==> config.mk <==
export PLATFORM = sky130hd
export DESIGN_NAME = segment_mean_stdev_top_flat
export DESIGN_NICKNAME = d
export VERILOG_FILES = /design/src/smsd_pkg.sv /design/src/smsd_in_if.sv /design/src/smsd_out_if.sv /design/src/smsd_front.sv /design/src/smsd_queue.sv /design/src/smsd_back.sv /design/src/segment_mean_stdev_top.sv /design/src/flat_wrapper.sv
export SDC_FILE = /design/constraint.sdc
export NUM_CORES = 2
export LEC_CHECK = 0
export BUFFER_PORTS_ARGS = -buffer_cell sky130_fd_sc_hd__buf_2
export CAP_MARGIN = 20
export CORE_ASPECT_RATIO = 1.2
export CORE_MARGIN = 2
export CORE_UTILIZATION = 58
export DETAILED_ROUTE_END_ITERATION = 6
export GPL_TIMING_DRIVEN = 0
export PLACE_DENSITY = 0.78
export SKIP_CTS_REPAIR_TIMING = 1
export SLEW_MARGIN = 20
export SYNTH_ARGS = -nofsm -noshare
export SYNTH_HDL_FRONTEND = slang
export SYNTH_SLANG_ARGS = --single-unit
==> constraint.sdc <==
create_clock -name i_clk -period 8.95 [get_ports i_clk]
set_input_delay 0.895 -clock i_clk [delete_from_list [all_inputs] [get_ports i_clk]]
set_output_delay 0.895 -clock i_clk [all_outputs]
set_load 0.01 [all_outputs]
==> src/smsd_pkg.sv <==
// ----------------------------------------------------------------------------
// smsd_pkg
// Shared widths, types and states for the segment mean / stdev block.
// ----------------------------------------------------------------------------
package smsd_pkg;

    localparam int SAMPLE_W        = 16;
    localparam int MAX_SEGMENT_LEN = 1024;
    localparam int OUT_W           = 16;

    localparam int CNT_W  = $clog2(MAX_SEGMENT_LEN + 1);
    localparam int SUM_W  = SAMPLE_W + CNT_W;
    localparam int SSQ_W  = 2 * SAMPLE_W + CNT_W - 1;
    localparam int AMAG_W = SUM_W - 1;
    localparam int SQ_W   = 2 * AMAG_W;
    localparam int NSS_W  = SSQ_W + CNT_W;
    localparam int NN_W   = 2 * CNT_W;
    localparam int ROOT_W = (NSS_W + 1) / 2;
    localparam int DP_W   = 2 * ROOT_W;
    localparam int STEP_W = $clog2(NSS_W + 1);

    typedef struct packed {
        logic signed [SUM_W-1:0] sum;
        logic [SSQ_W-1:0]        ssq;
        logic [CNT_W-1:0]        cnt;
        logic                    ovf;
        logic                    last;
    } t_seg_job;

    typedef struct packed {
        logic signed [OUT_W-1:0] mean;
        logic [OUT_W-1:0]        stdev;
        logic                    empty_error;
        logic                    overflow;
        logic                    last;
    } t_result;

    typedef enum logic [2:0] {
        S_IDLE,
        S_MUL,
        S_DIVM,
        S_DIVV,
        S_SQRT,
        S_DONE
    } t_bstate;

endpackage

==> src/smsd_in_if.sv <==
// ----------------------------------------------------------------------------
// smsd_in_if
// Sample channel: valid/ready handshake with sample and segment markers.
// ----------------------------------------------------------------------------
interface smsd_in_if;
    logic                                 valid;
    logic                                 ready;
    logic signed [smsd_pkg::SAMPLE_W-1:0] sample;
    logic                                 sample_valid;
    logic                                 ends_segment;
    logic                                 last_segment;

    modport source (output valid, sample, sample_valid, ends_segment, last_segment,
                    input ready);
    modport sink (input valid, sample, sample_valid, ends_segment, last_segment,
                  output ready);
endinterface

==> src/smsd_out_if.sv <==
// ----------------------------------------------------------------------------
// smsd_out_if
// Result channel: valid/ready handshake with per-segment statistics.
// ----------------------------------------------------------------------------
interface smsd_out_if;
    logic                              valid;
    logic                              ready;
    logic signed [smsd_pkg::OUT_W-1:0] mean;
    logic [smsd_pkg::OUT_W-1:0]        stdev;
    logic                              empty_error;
    logic                              overflow;
    logic                              last;

    modport source (output valid, mean, stdev, empty_error, overflow, last,
                    input ready);
    modport sink (input valid, mean, stdev, empty_error, overflow, last,
                  output ready);
endinterface

==> src/smsd_front.sv <==
// ----------------------------------------------------------------------------
// smsd_front
// Accumulates sum, sum of squares and count; hands closed segments to queue.
// ----------------------------------------------------------------------------
module smsd_front (
    input  logic                                 i_clk,
    input  logic                                 i_rst_n,
    input  logic                                 i_valid,
    output logic                                 o_ready,
    input  logic signed [smsd_pkg::SAMPLE_W-1:0] i_sample,
    input  logic                                 i_sample_valid,
    input  logic                                 i_ends_segment,
    input  logic                                 i_last_segment,
    output logic                                 o_push,
    output smsd_pkg::t_seg_job                   o_job,
    input  logic                                 i_full
);
    import smsd_pkg::*;

    logic signed [SUM_W-1:0] r_sum, n_sum;
    logic [SSQ_W-1:0]        r_ssq, n_ssq;
    logic [CNT_W-1:0]        r_cnt, n_cnt;
    logic                    r_ovf, n_ovf;
    logic [SAMPLE_W-1:0]     s_mag;
    logic [2*SAMPLE_W-1:0]   s_sq;
    logic                    s_take;
    logic                    s_full_cnt;

    assign o_ready    = !i_full;
    assign s_take     = i_valid && o_ready;
    assign s_full_cnt = (r_cnt >= CNT_W'(MAX_SEGMENT_LEN));
    assign s_mag      = i_sample[SAMPLE_W-1] ? SAMPLE_W'(~i_sample + 1'b1)
                                             : SAMPLE_W'(i_sample);
    assign s_sq       = s_mag * s_mag;

    always_comb begin
        n_sum = r_sum;
        n_ssq = r_ssq;
        n_cnt = r_cnt;
        n_ovf = r_ovf;
        if (i_sample_valid) begin
            if (s_full_cnt) begin
                n_ovf = 1'b1;
            end else begin
                n_sum = r_sum + SUM_W'(i_sample);
                n_ssq = r_ssq + SSQ_W'(s_sq);
                n_cnt = r_cnt + 1'b1;
            end
        end
    end

    assign o_push     = s_take && i_ends_segment;
    assign o_job.sum  = n_sum;
    assign o_job.ssq  = n_ssq;
    assign o_job.cnt  = n_cnt;
    assign o_job.ovf  = n_ovf;
    assign o_job.last = i_last_segment;

    always_ff @(posedge i_clk) begin
        if (!i_rst_n) begin
            r_sum <= '0;
            r_ssq <= '0;
            r_cnt <= '0;
            r_ovf <= 1'b0;
        end else if (s_take) begin
            if (i_ends_segment) begin
                r_sum <= '0;
                r_ssq <= '0;
                r_cnt <= '0;
                r_ovf <= 1'b0;
            end else begin
                r_sum <= n_sum;
                r_ssq <= n_ssq;
                r_cnt <= n_cnt;
                r_ovf <= n_ovf;
            end
        end
    end

endmodule

==> src/smsd_queue.sv <==
// ----------------------------------------------------------------------------
// smsd_queue
// Two-entry queue of closed segments between front and back.
// ----------------------------------------------------------------------------
module smsd_queue (
    input  logic                 i_clk,
    input  logic                 i_rst_n,
    input  logic                 i_push,
    input  smsd_pkg::t_seg_job   i_job,
    output logic                 o_full,
    output logic                 o_valid,
    output smsd_pkg::t_seg_job   o_job,
    input  logic                 i_pop
);
    import smsd_pkg::*;

    t_seg_job   r_mem [2];
    logic       r_wp, r_rp;
    logic [1:0] r_cnt;
    logic       s_wr, s_rd;

    assign o_full  = (r_cnt == 2'd2);
    assign o_valid = (r_cnt != 2'd0);
    assign o_job   = r_mem[r_rp];
    assign s_wr    = i_push && !o_full;
    assign s_rd    = i_pop && o_valid;

    always_ff @(posedge i_clk) begin
        if (s_wr) begin
            r_mem[r_wp] <= i_job;
        end
    end

    always_ff @(posedge i_clk) begin
        if (!i_rst_n) begin
            r_wp  <= 1'b0;
            r_rp  <= 1'b0;
            r_cnt <= 2'd0;
        end else begin
            if (s_wr) r_wp <= !r_wp;
            if (s_rd) r_rp <= !r_rp;
            r_cnt <= r_cnt + {1'b0, s_wr} - {1'b0, s_rd};
        end
    end

endmodule

==> src/smsd_back.sv <==
// ----------------------------------------------------------------------------
// smsd_back
// Sequencer: n*sumsq by shift-add, shared restoring divider, bit-pair sqrt.
// ----------------------------------------------------------------------------
module smsd_back (
    input  logic                 i_clk,
    input  logic                 i_rst_n,
    input  logic                 i_job_valid,
    input  smsd_pkg::t_seg_job   i_job,
    output logic                 o_pop,
    output logic                 o_res_valid,
    output smsd_pkg::t_result    o_res,
    input  logic                 i_res_ready
);
    import smsd_pkg::*;

    t_bstate             r_state, n_state;
    logic [STEP_W-1:0]   r_step, n_step;
    logic                r_res_valid, n_res_valid;
    t_result             r_res, n_res;

    // datapath
    logic [CNT_W-1:0]    r_n, n_n;
    logic                r_neg, n_neg;
    logic [AMAG_W-1:0]   r_amag, n_amag;
    logic                r_ovf, n_ovf;
    logic                r_last, n_last;
    logic                r_empty, n_empty;
    logic [NSS_W-1:0]    r_mcand, n_mcand;
    logic [CNT_W-1:0]    r_mplr, n_mplr;
    logic [NSS_W-1:0]    r_nss, n_nss;
    logic [SQ_W-1:0]     r_sq, n_sq;
    logic [NN_W-1:0]     r_nn, n_nn;
    logic [NSS_W-1:0]    r_dnum, n_dnum;
    logic [NN_W-1:0]     r_den, n_den;
    logic [NN_W-1:0]     r_rem, n_rem;
    logic [OUT_W-1:0]    r_mean, n_mean;
    logic [DP_W-1:0]     r_sx, n_sx;
    logic [ROOT_W+1:0]   r_srem, n_srem;
    logic [ROOT_W-1:0]   r_root, n_root;

    logic [NN_W:0]       s_rsh;
    logic                s_dge;
    logic [NSS_W-1:0]    s_dq;
    logic [ROOT_W+1:0]   s_srsh, s_trial;
    logic                s_sge;
    logic [ROOT_W-1:0]   s_root;
    logic [NSS_W-1:0]    s_sqx;
    logic [AMAG_W-1:0]   s_jmag;

    // divider step
    assign s_rsh = {r_rem, r_dnum[NSS_W-1]};
    assign s_dge = (s_rsh >= {1'b0, r_den});
    assign s_dq  = {r_dnum[NSS_W-2:0], s_dge};

    // square root step
    assign s_srsh  = {r_srem[ROOT_W-1:0], r_sx[DP_W-1:DP_W-2]};
    assign s_trial = {r_root, 2'b01};
    assign s_sge   = (s_srsh >= s_trial);
    assign s_root  = {r_root[ROOT_W-2:0], s_sge};

    assign s_sqx  = NSS_W'(r_sq);
    assign s_jmag = i_job.sum[SUM_W-1] ? AMAG_W'(-i_job.sum) : AMAG_W'(i_job.sum);

    assign o_res_valid = r_res_valid;
    assign o_res       = r_res;

    always_comb begin
        n_state     = r_state;
        n_step      = r_step;
        n_res_valid = r_res_valid;
        n_res       = r_res;
        n_n         = r_n;
        n_neg       = r_neg;
        n_amag      = r_amag;
        n_ovf       = r_ovf;
        n_last      = r_last;
        n_empty     = r_empty;
        n_mcand     = r_mcand;
        n_mplr      = r_mplr;
        n_nss       = r_nss;
        n_sq        = r_sq;
        n_nn        = r_nn;
        n_dnum      = r_dnum;
        n_den       = r_den;
        n_rem       = r_rem;
        n_mean      = r_mean;
        n_sx        = r_sx;
        n_srem      = r_srem;
        n_root      = r_root;
        o_pop       = 1'b0;

        if (r_res_valid && i_res_ready) begin
            n_res_valid = 1'b0;
        end

        case (r_state)
            S_IDLE: begin
                if (i_job_valid) begin
                    o_pop   = 1'b1;
                    n_n     = i_job.cnt;
                    n_neg   = i_job.sum[SUM_W-1];
                    n_amag  = s_jmag;
                    n_ovf   = i_job.ovf;
                    n_last  = i_job.last;
                    n_mcand = NSS_W'(i_job.ssq);
                    n_mplr  = i_job.cnt;
                    n_nss   = '0;
                    n_step  = '0;
                    n_mean  = '0;
                    n_root  = '0;
                    if (i_job.cnt == '0) begin
                        n_empty = 1'b1;
                        n_state = S_DONE;
                    end else begin
                        n_empty = 1'b0;
                        n_state = S_MUL;
                    end
                end
            end
            S_MUL: begin
                if (r_mplr[0]) n_nss = r_nss + r_mcand;
                n_mcand = {r_mcand[NSS_W-2:0], 1'b0};
                n_mplr  = r_mplr >> 1;
                n_sq    = r_amag * r_amag;
                n_nn    = r_n * r_n;
                n_step  = r_step + 1'b1;
                if (r_step == STEP_W'(CNT_W - 1)) begin
                    n_dnum  = NSS_W'(r_amag);
                    n_den   = NN_W'(r_n);
                    n_rem   = '0;
                    n_step  = '0;
                    n_state = S_DIVM;
                end
            end
            S_DIVM, S_DIVV: begin
                n_dnum = s_dq;
                n_rem  = s_dge ? NN_W'(s_rsh - {1'b0, r_den}) : NN_W'(s_rsh);
                n_step = r_step + 1'b1;
                if (r_step == STEP_W'(NSS_W - 1)) begin
                    n_step = '0;
                    if (r_state == S_DIVM) begin
                        n_mean  = r_neg ? OUT_W'(~s_dq + 1'b1) : OUT_W'(s_dq);
                        n_dnum  = (r_nss > s_sqx) ? (r_nss - s_sqx) : '0;
                        n_den   = r_nn;
                        n_rem   = '0;
                        n_state = S_DIVV;
                    end else begin
                        n_sx    = DP_W'(s_dq);
                        n_srem  = '0;
                        n_root  = '0;
                        n_state = S_SQRT;
                    end
                end
            end
            S_SQRT: begin
                n_srem = s_sge ? (s_srsh - s_trial) : s_srsh;
                n_root = s_root;
                n_sx   = {r_sx[DP_W-3:0], 2'b00};
                n_step = r_step + 1'b1;
                if (r_step == STEP_W'(ROOT_W - 1)) begin
                    n_step  = '0;
                    n_state = S_DONE;
                end
            end
            S_DONE: begin
                if (!r_res_valid || i_res_ready) begin
                    n_res_valid       = 1'b1;
                    n_res.mean        = r_mean;
                    n_res.stdev       = (|r_root[ROOT_W-1:OUT_W]) ? '1 : r_root[OUT_W-1:0];
                    n_res.empty_error = r_empty;
                    n_res.overflow    = r_ovf;
                    n_res.last        = r_last;
                    n_state           = S_IDLE;
                end
            end
            default: begin
                n_state = S_IDLE;
            end
        endcase
    end

    always_ff @(posedge i_clk) begin
        if (!i_rst_n) begin
            r_state     <= S_IDLE;
            r_step      <= '0;
            r_res_valid <= 1'b0;
        end else begin
            r_state     <= n_state;
            r_step      <= n_step;
            r_res_valid <= n_res_valid;
        end
    end

    always_ff @(posedge i_clk) begin
        r_res   <= n_res;
        r_n     <= n_n;
        r_neg   <= n_neg;
        r_amag  <= n_amag;
        r_ovf   <= n_ovf;
        r_last  <= n_last;
        r_empty <= n_empty;
        r_mcand <= n_mcand;
        r_mplr  <= n_mplr;
        r_nss   <= n_nss;
        r_sq    <= n_sq;
        r_nn    <= n_nn;
        r_dnum  <= n_dnum;
        r_den   <= n_den;
        r_rem   <= n_rem;
        r_mean  <= n_mean;
        r_sx    <= n_sx;
        r_srem  <= n_srem;
        r_root  <= n_root;
    end

endmodule

==> src/segment_mean_stdev_top.sv <==
// ----------------------------------------------------------------------------
// segment_mean_stdev_top
// Per-segment mean and population standard deviation of Q3.12 samples.
// ----------------------------------------------------------------------------
// Samples are taken one per cycle and accumulated in the front end; a
// transaction with ends_segment set closes the segment and hands its sums to a
// two-entry queue. The back end turns each closed segment into one result:
// mean = sum/n truncated toward zero, stdev = floor(sqrt((n*sumsq-sum^2)/n^2))
// clamped to 16 bits. A segment runs the shift-add n*sumsq, two passes of the
// shared restoring divider (mean, then variance) and a bit-pair square root;
// an empty segment goes straight to the result. Sample input stalls only when
// the queue holds two segments still waiting for the back end.
module segment_mean_stdev_top (
    input  logic        i_clk,
    input  logic        i_rst_n,
    smsd_in_if.sink     i_sample_ch,
    smsd_out_if.source  o_result_ch
);
    import smsd_pkg::*;

    logic     s_push, s_full, s_qvalid, s_pop, s_res_valid;
    t_seg_job s_fjob, s_qjob;
    t_result  s_res;

    smsd_front u_front (
        .i_clk          (i_clk),
        .i_rst_n        (i_rst_n),
        .i_valid        (i_sample_ch.valid),
        .o_ready        (i_sample_ch.ready),
        .i_sample       (i_sample_ch.sample),
        .i_sample_valid (i_sample_ch.sample_valid),
        .i_ends_segment (i_sample_ch.ends_segment),
        .i_last_segment (i_sample_ch.last_segment),
        .o_push         (s_push),
        .o_job          (s_fjob),
        .i_full         (s_full)
    );

    smsd_queue u_queue (
        .i_clk   (i_clk),
        .i_rst_n (i_rst_n),
        .i_push  (s_push),
        .i_job   (s_fjob),
        .o_full  (s_full),
        .o_valid (s_qvalid),
        .o_job   (s_qjob),
        .i_pop   (s_pop)
    );

    smsd_back u_back (
        .i_clk       (i_clk),
        .i_rst_n     (i_rst_n),
        .i_job_valid (s_qvalid),
        .i_job       (s_qjob),
        .o_pop       (s_pop),
        .o_res_valid (s_res_valid),
        .o_res       (s_res),
        .i_res_ready (o_result_ch.ready)
    );

    assign o_result_ch.valid       = s_res_valid;
    assign o_result_ch.mean        = s_res.mean;
    assign o_result_ch.stdev       = s_res.stdev;
    assign o_result_ch.empty_error = s_res.empty_error;
    assign o_result_ch.overflow    = s_res.overflow;
    assign o_result_ch.last        = s_res.last;

endmodule

==> src/flat_wrapper.sv <==
// flat-port wrapper written by rule: the top's interface ports become plain ports
module segment_mean_stdev_top_flat import smsd_pkg::*;
  (i_clk, i_rst_n, i_sample_ch_valid, i_sample_ch_sample, i_sample_ch_sample_valid, i_sample_ch_ends_segment, i_sample_ch_last_segment, i_sample_ch_ready, o_result_ch_valid, o_result_ch_mean, o_result_ch_stdev, o_result_ch_empty_error, o_result_ch_overflow, o_result_ch_last, o_result_ch_ready);
  smsd_in_if i_sample_ch_i ();
  smsd_out_if o_result_ch_i ();
  input  logic i_clk;
  input  logic i_rst_n;
  input wire logic [$bits(i_sample_ch_i.valid)-1:0] i_sample_ch_valid;
  input wire logic [$bits(i_sample_ch_i.sample)-1:0] i_sample_ch_sample;
  input wire logic [$bits(i_sample_ch_i.sample_valid)-1:0] i_sample_ch_sample_valid;
  input wire logic [$bits(i_sample_ch_i.ends_segment)-1:0] i_sample_ch_ends_segment;
  input wire logic [$bits(i_sample_ch_i.last_segment)-1:0] i_sample_ch_last_segment;
  output wire logic [$bits(i_sample_ch_i.ready)-1:0] i_sample_ch_ready;
  output wire logic [$bits(o_result_ch_i.valid)-1:0] o_result_ch_valid;
  output wire logic [$bits(o_result_ch_i.mean)-1:0] o_result_ch_mean;
  output wire logic [$bits(o_result_ch_i.stdev)-1:0] o_result_ch_stdev;
  output wire logic [$bits(o_result_ch_i.empty_error)-1:0] o_result_ch_empty_error;
  output wire logic [$bits(o_result_ch_i.overflow)-1:0] o_result_ch_overflow;
  output wire logic [$bits(o_result_ch_i.last)-1:0] o_result_ch_last;
  input wire logic [$bits(o_result_ch_i.ready)-1:0] o_result_ch_ready;
  assign i_sample_ch_i.valid = i_sample_ch_valid;
  assign i_sample_ch_i.sample = i_sample_ch_sample;
  assign i_sample_ch_i.sample_valid = i_sample_ch_sample_valid;
  assign i_sample_ch_i.ends_segment = i_sample_ch_ends_segment;
  assign i_sample_ch_i.last_segment = i_sample_ch_last_segment;
  assign i_sample_ch_ready = i_sample_ch_i.ready;
  assign o_result_ch_valid = o_result_ch_i.valid;
  assign o_result_ch_mean = o_result_ch_i.mean;
  assign o_result_ch_stdev = o_result_ch_i.stdev;
  assign o_result_ch_empty_error = o_result_ch_i.empty_error;
  assign o_result_ch_overflow = o_result_ch_i.overflow;
  assign o_result_ch_last = o_result_ch_i.last;
  assign o_result_ch_i.ready = o_result_ch_ready;
  segment_mean_stdev_top u_core (.i_clk(i_clk), .i_rst_n(i_rst_n), .i_sample_ch(i_sample_ch_i), .o_result_ch(o_result_ch_i));
endmodule
Word level (Yosys, flattened, before mapping)
Memory sizes are Yosys's and may differ from the RTL's. A register that Yosys moved wholly into a read port is not among the register bits.
Index checks and enable logic that the tools add are counted.
{"block": "totals", "regBits": 583, "mem_bits_rw": 164, "input_bits": 23, "output_inout_bits": 37, "word_cells": 179, "n_memories": 1}
{"block": "classes", "n_addsub": 13, "mul": 3, "order_cmp": 4, "n_eq_ne": 17, "n_mux": 74, "bitwise_logic": 2, "reduce_logical": 32}
{"memory": "u_core.u_queue.r_mem", "depth": 2, "word_bits": 82, "rd": 1, "rd_ports_with_merged_regs": 1, "write_ports": 1, "line_no": "smsd_queue.sv:17", "rtl": "t_seg_job r_mem [2];"}
{"cell": "$mux 53", "n": 7}
{"cell": "$pmux 53 s2", "n": 3}
{"cell": "$mux 27", "n": 9}
{"cell": "$mux 22", "n": 7}
{"cell": "$mux 42", "n": 3}
{"cell": "$mux 54", "n": 2}
{"cell": "$pmux 54 s2", "n": 1}
{"cell": "$pmux 22 s2", "n": 2}
{"cell": "$pmux 27 s3", "n": 1}
{"cell": "$mux 16", "n": 5}
{"cell": "$pmux 27 s2", "n": 1}
{"cell": "$add 53x53->53", "n": 1}
{"cell": "$gt 53x52->1", "n": 1}
{"cell": "$sub 53x52->53", "n": 1}
{"cell": "$mul 26x26->52", "n": 1}
{"cell": "$mux 11", "n": 4}
{"cell": "$add 42x32->42", "n": 1}
{"cell": "$add 16x1->16 const B", "n": 2}
{"cell": "$mul 16x16->32", "n": 1}
{"cell": "$not 16->16", "n": 2}
{"cell": "$pmux 16 s2", "n": 1}
{"cell": "$ge 29x29->1", "n": 1}
{"cell": "$add 27x16->27", "n": 1}
{"cell": "$sub 27x27->27", "n": 1}
{"cell": "other kinds (39)", "n": 86}

Logic depth before layout (Yosys ltp)
{"block": "logic_depth", "ltp_word": 8, "depth_mapped": 34, "depth_no_buf": 32}

Hierarchy
Synthesis repeated with hierarchy kept, for this count alone.
{"block": "unflattened", "cells_unflattened": 7209, "area_unflattened_um2": 71150.7}
{"module": "smsd_back", "instances": 1, "cells_each": 5239, "area_each_um2": 50985.1, "seq_area_each_um2": 14794.2}
{"module": "smsd_front", "instances": 1, "cells_each": 1689, "area_each_um2": 13611.8, "seq_area_each_um2": 1621.6}
{"module": "smsd_queue", "instances": 1, "cells_each": 281, "area_each_um2": 6553.8, "seq_area_each_um2": 5024.8}

Worst setup path after synthesis
Ideal clock, no wire load.
{"block": "synth_timing", "path_type": "input to register", "start": "in i_sample_ch_sample[8]", "end": "reg u_core.u_front.r_ssq[35]", "setup_ns": 0.122, "arrival_time_ns": 8.397, "required_ns": 8.828, "slack_ns": 0.431, "cell_stages": 27, "path_buffers": 0, "path_cell_list": "or4_1 or4_1 o31a_1 xnor2_4 clkinv_1 nand2_1 inv_1 fa_1 fa_1 fa_1 fa_1 fa_1 inv_1 fa_1 inv_1 ha_1 nand3_1 nor3_1 a22oi_1 nand3_1 o211ai_1 a21oi_1 a21o_1 a221o_1 and3_1 and3_1 a311o_1"}
{"block": "synth_between", "elab_chain_cells": 8}
{"item": "start, declared", "line_no": "flat_wrapper.sv:9", "rtl": "input wire logic [$bits(i_sample_ch_i.sample)-1:0] i_sample_ch_sample;"}
{"item": "$not 16->16", "line_no": "smsd_front.sv:32", "rtl": "assign s_mag = i_sample[SAMPLE_W-1] ? SAMPLE_W'(~i_sample + 1'b1)"}
{"item": "$add 16x1->16", "line_no": "smsd_front.sv:32"}
{"item": "$mux 16 (*)", "line_no": "smsd_front.sv:32"}
{"item": "$mul 16x16->32 (*)", "line_no": "smsd_front.sv:34", "rtl": "assign s_sq = s_mag * s_mag;"}
{"item": "$add 42x32->42 (*)", "line_no": "smsd_front.sv:46", "rtl": "n_ssq = r_ssq + SSQ_W'(s_sq);"}
{"item": "$mux 42 (*)", "line_no": "smsd_front.sv:42", "rtl": "if (s_full_cnt) begin"}
{"item": "$mux 42 (*)", "line_no": "smsd_front.sv:41", "rtl": "if (i_sample_valid) begin"}
{"item": "$mux 42 (*)", "line_no": "smsd_front.sv:66", "rtl": "if (i_ends_segment) begin"}
{"item": "end signal, assigned", "line_no": "smsd_front.sv:73", "rtl": "r_ssq <= n_ssq;"}
{"item": "end, declared", "line_no": "smsd_front.sv:21", "rtl": "logic [SSQ_W-1:0] r_ssq, n_ssq;"}
Every way passes the cells marked *; elsewhere a longest branch is shown, timed or not.
A chain may end at the register's enable or synchronous reset.

==> key figures <==
Floorplanning
  • Die Area: 123,000 um2
  • Initial core utilization: 0.584
  • Die H: 384 um
  • Site Rows: 139
  • Ports: 60
  • Die extent in x: 321 um
  • Core area: 120,000 um2

Clocking
  • H-tree Lvls: 3
  • Clock buffer depth: 3
  • CTS Sinks: 746
  • CTS root buf: clkbuf_16
  • Clk Latency, worst-skew pair: 680 ps
  • CTS clk-pin slew, worst paths: 60 ps
  • Num CTS Buffers: 73
  • CTS tree: built

Min path
  • WHS Path Cells: 0
  • Hold endpoint: u_core.u_back.o_res[29]$_DFFE_PP_
  • Worst Hold Class: register to register
  • Hold Startpoint: u_core.u_back.r_mean[10]$_SDFFCE_PP0P_

STA
  • Worst Tran Pin Value: 1120 ps
  • Final Hold Viols: 0
  • Setup TNS: 0 ps
  • Max Freq: 114 MHz
  • Headroom to the max-slew limit: 0.253
  • Final min period: 8760 ps
  • Max-slew violation count: 0
  • Setup ws final: 194 ps
  • Final setup fails: 0
  • Period utilization: 0.978
  • Min Hold Slack: 419 ps
  • Final setup skew: 60.3 ps

Yosys
  • Prevailing post-synth register cell: edfxtp_1
  • Async SR Flop Fraction: 0
  • Netlist cell types: 95
  • #FFs+latches synth: 746
  • Synth warn: 0
  • Top cell type by total area after synthesis: edfxtp_1
  • Register area share after synthesis: 0.307
  • Post-synth top area share: 0.279
  • Syn Inst Count: 7,099
  • Synthesized area: 69,900 um2
  • Syn_area_per_cell: 9.84 um2
  • Top cells by area, synth: edfxtp_1, fa_1, ha_1, inv_1, nand2_1
  • Post-synth EDFFs: 650

Place
  • Placed wire-length estimate: 148,000 um
  • I/O Buffers: 59
  • GPL Wtd Cong: 0.981
  • Worst slack at placement: -2200 ps

Layout
  • Layout cells sized above 1: 0.0495
  • Core Util, Final: 0.631
  • # fillers: 9,554
  • Final #Nets: 8,636
  • Commonest non-fill, non-tap cell in the layout: inv_1
  • Layout area overhead: 8.05%
  • Area taken by multi-input logic gates: 43,100 um2
  • Most frequent cells in the layout: inv_1, fa_1, nand2_1
  • Register area: 21,400 um2

Critical path
  • Largest stage delay, worst path: 550 ps
  • Worst path most repeated cell: fa_1
  • Reg2reg path depth: 24
  • Critical Path Start Type: input port
  • Slowest cell on the critical path: or4_1
  • Worst reg2reg path endpoint: u_core.u_back.r_sq[50]$_DFFE_PP_
  • Critical R2R Launch: u_core.u_back.r_amag[15]$_DFFE_PP_
  • Crit Path Category: input port to register
  • Register-to-register setup slack: 240 ps
  • Worst path arrival time: 9130 ps
  • Critical Path End Type: register
  • Worst-path fanout max: 8
  • Critical Path RT: 9330 ps

Routing
  • Drc violations: 0
  • Post-Route WL: 183,000 um
  • Vias: 51,300
  • Met1 Wirelength: 69,100 um
  • Routed met2 length: 89,300 um
  • DRT iter0 DRCs: 4,314
  • Router iterations before antenna repair: 7
  • Vias/cell: 5.76
  • Highest metal used: met5
  • ANT nets after route: 0
  • WL met3: 11,500 um
  • Post-DR wirelength/cell: 20.5 um

Global route
  • Initial antenna violation count: 4
  • First-pass GRT wire length: 286,000 um
  • Largest net degree at the start of global routing: 60
  • Tot GR Track Use: 0.299
  • Total gr overflow: 0
  • Vias in the first global route: 52,900

Outcome
  • Status: complete, no violations

Job
  • Maxcap violations: 0
-- flip-flops by register name, indices dropped and copies added (netlist names), 16 cells and up, named ones only --
name,count
u_core.u_back.r_den,22
u_core.u_back.r_sx,54
u_core.u_back.r_root,27
u_core.u_back.r_dnum,53
u_core.u_back.r_mcand,53
u_core.u_back.r_srem,27
u_core.u_back.o_res,35
u_core.u_queue.r_mem,164
u_core.u_front.r_sum,27
u_core.u_back.r_rem,22
u_core.u_back.r_nss,53
u_core.u_back.r_sq,51
u_core.u_back.r_nn,21
u_core.u_back.r_mean,16
u_core.u_front.r_ssq,42
u_core.u_back.r_amag,26
-- Yosys cell counts (96+ instances only) --
master / count
o21ai_0: 333
xor2_1: 150
nand2_1: 760
dfxtp_1: 96
a21oi_1: 313
fa_1: 771
inv_1: 1202
clkbuf_1: 229
nor2_1: 417
a21o_1: 173
ha_1: 548
edfxtp_1: 650
xnor2_1: 201
and2_1: 249
-- area by class of cell --
class                   count  area share
diodes                      2   0.0000663
plain buffers             258      0.0137
clock buffers              92      0.0262
clock inverters            41     0.00534
inverters                1217      0.0609
multi-input cells        4884       0.571
flip-flops and latches    746       0.284
well taps                1551      0.0257
repair buffers            114      0.0134
-- layer usage --
| layer | vias up | track usage |
|---|---|---|
| met3 | 565 | 0.0399 |
| met1 | 25100 | 0.359 |
| met5 | - | 0 |
| met2 | 1900 | 0.514 |
| met4 | 4 | 0.183 |
| li1 | 23700 | - |
-- kinds of logic after synthesis --
group / count (synthesis) / synth area share
simple gates: 1924 / 0.129
buf+inv: 1477 / 0.0800
fa+ha+maj: 1319 / 0.319
compound gates: 1194 / 0.108
flops: 746 / 0.307
xor+xnor: 352 / 0.0444
mux: 85 / 0.0123
other cells: 2 / 0.000108
-- critical path: cells and delay by family --
kind | cells | cell delay (ps)
xor+xnor | 2 | 330
simple gates | 7 | 1940
buf+inv | 8 | 830
fa+ha+maj | 7 | 3480
compound gates | 5 | 1600
-- per-stage QoR --
step	area (um2)	std cells
after global placement	72100	8717
after floorplan	69900	7107
after detailed placement	72700	8744
final	75500	8905
after global routing	75500	8903
after CTS	75100	8877
-- how the worst max path moves through the flow --
stage                                     start                               endpoint  slack [ps]
after floorplan           i_sample_ch_sample[8]  u_core.u_front.r_ssq[35]$_SDFFE_PN0P_         430
after global placement    i_sample_ch_sample[0]  u_core.u_front.r_ssq[35]$_SDFFE_PN0P_       -2050
after detailed placement  i_sample_ch_sample[0]  u_core.u_front.r_ssq[35]$_SDFFE_PN0P_       -2200
after CTS                 i_sample_ch_sample[0]  u_core.u_front.r_ssq[35]$_SDFFE_PN0P_       -1510
after global routing      i_sample_ch_sample[8]  u_core.u_front.r_ssq[35]$_SDFFE_PN0P_         -40
final                     i_sample_ch_sample[8]  u_core.u_queue.r_mem[0][39]$_DFFE_PP_         190
Power is left out: the tool's default activity adds up to more than one toggle a clock period on the data nets, which glitch-free logic cannot reach.
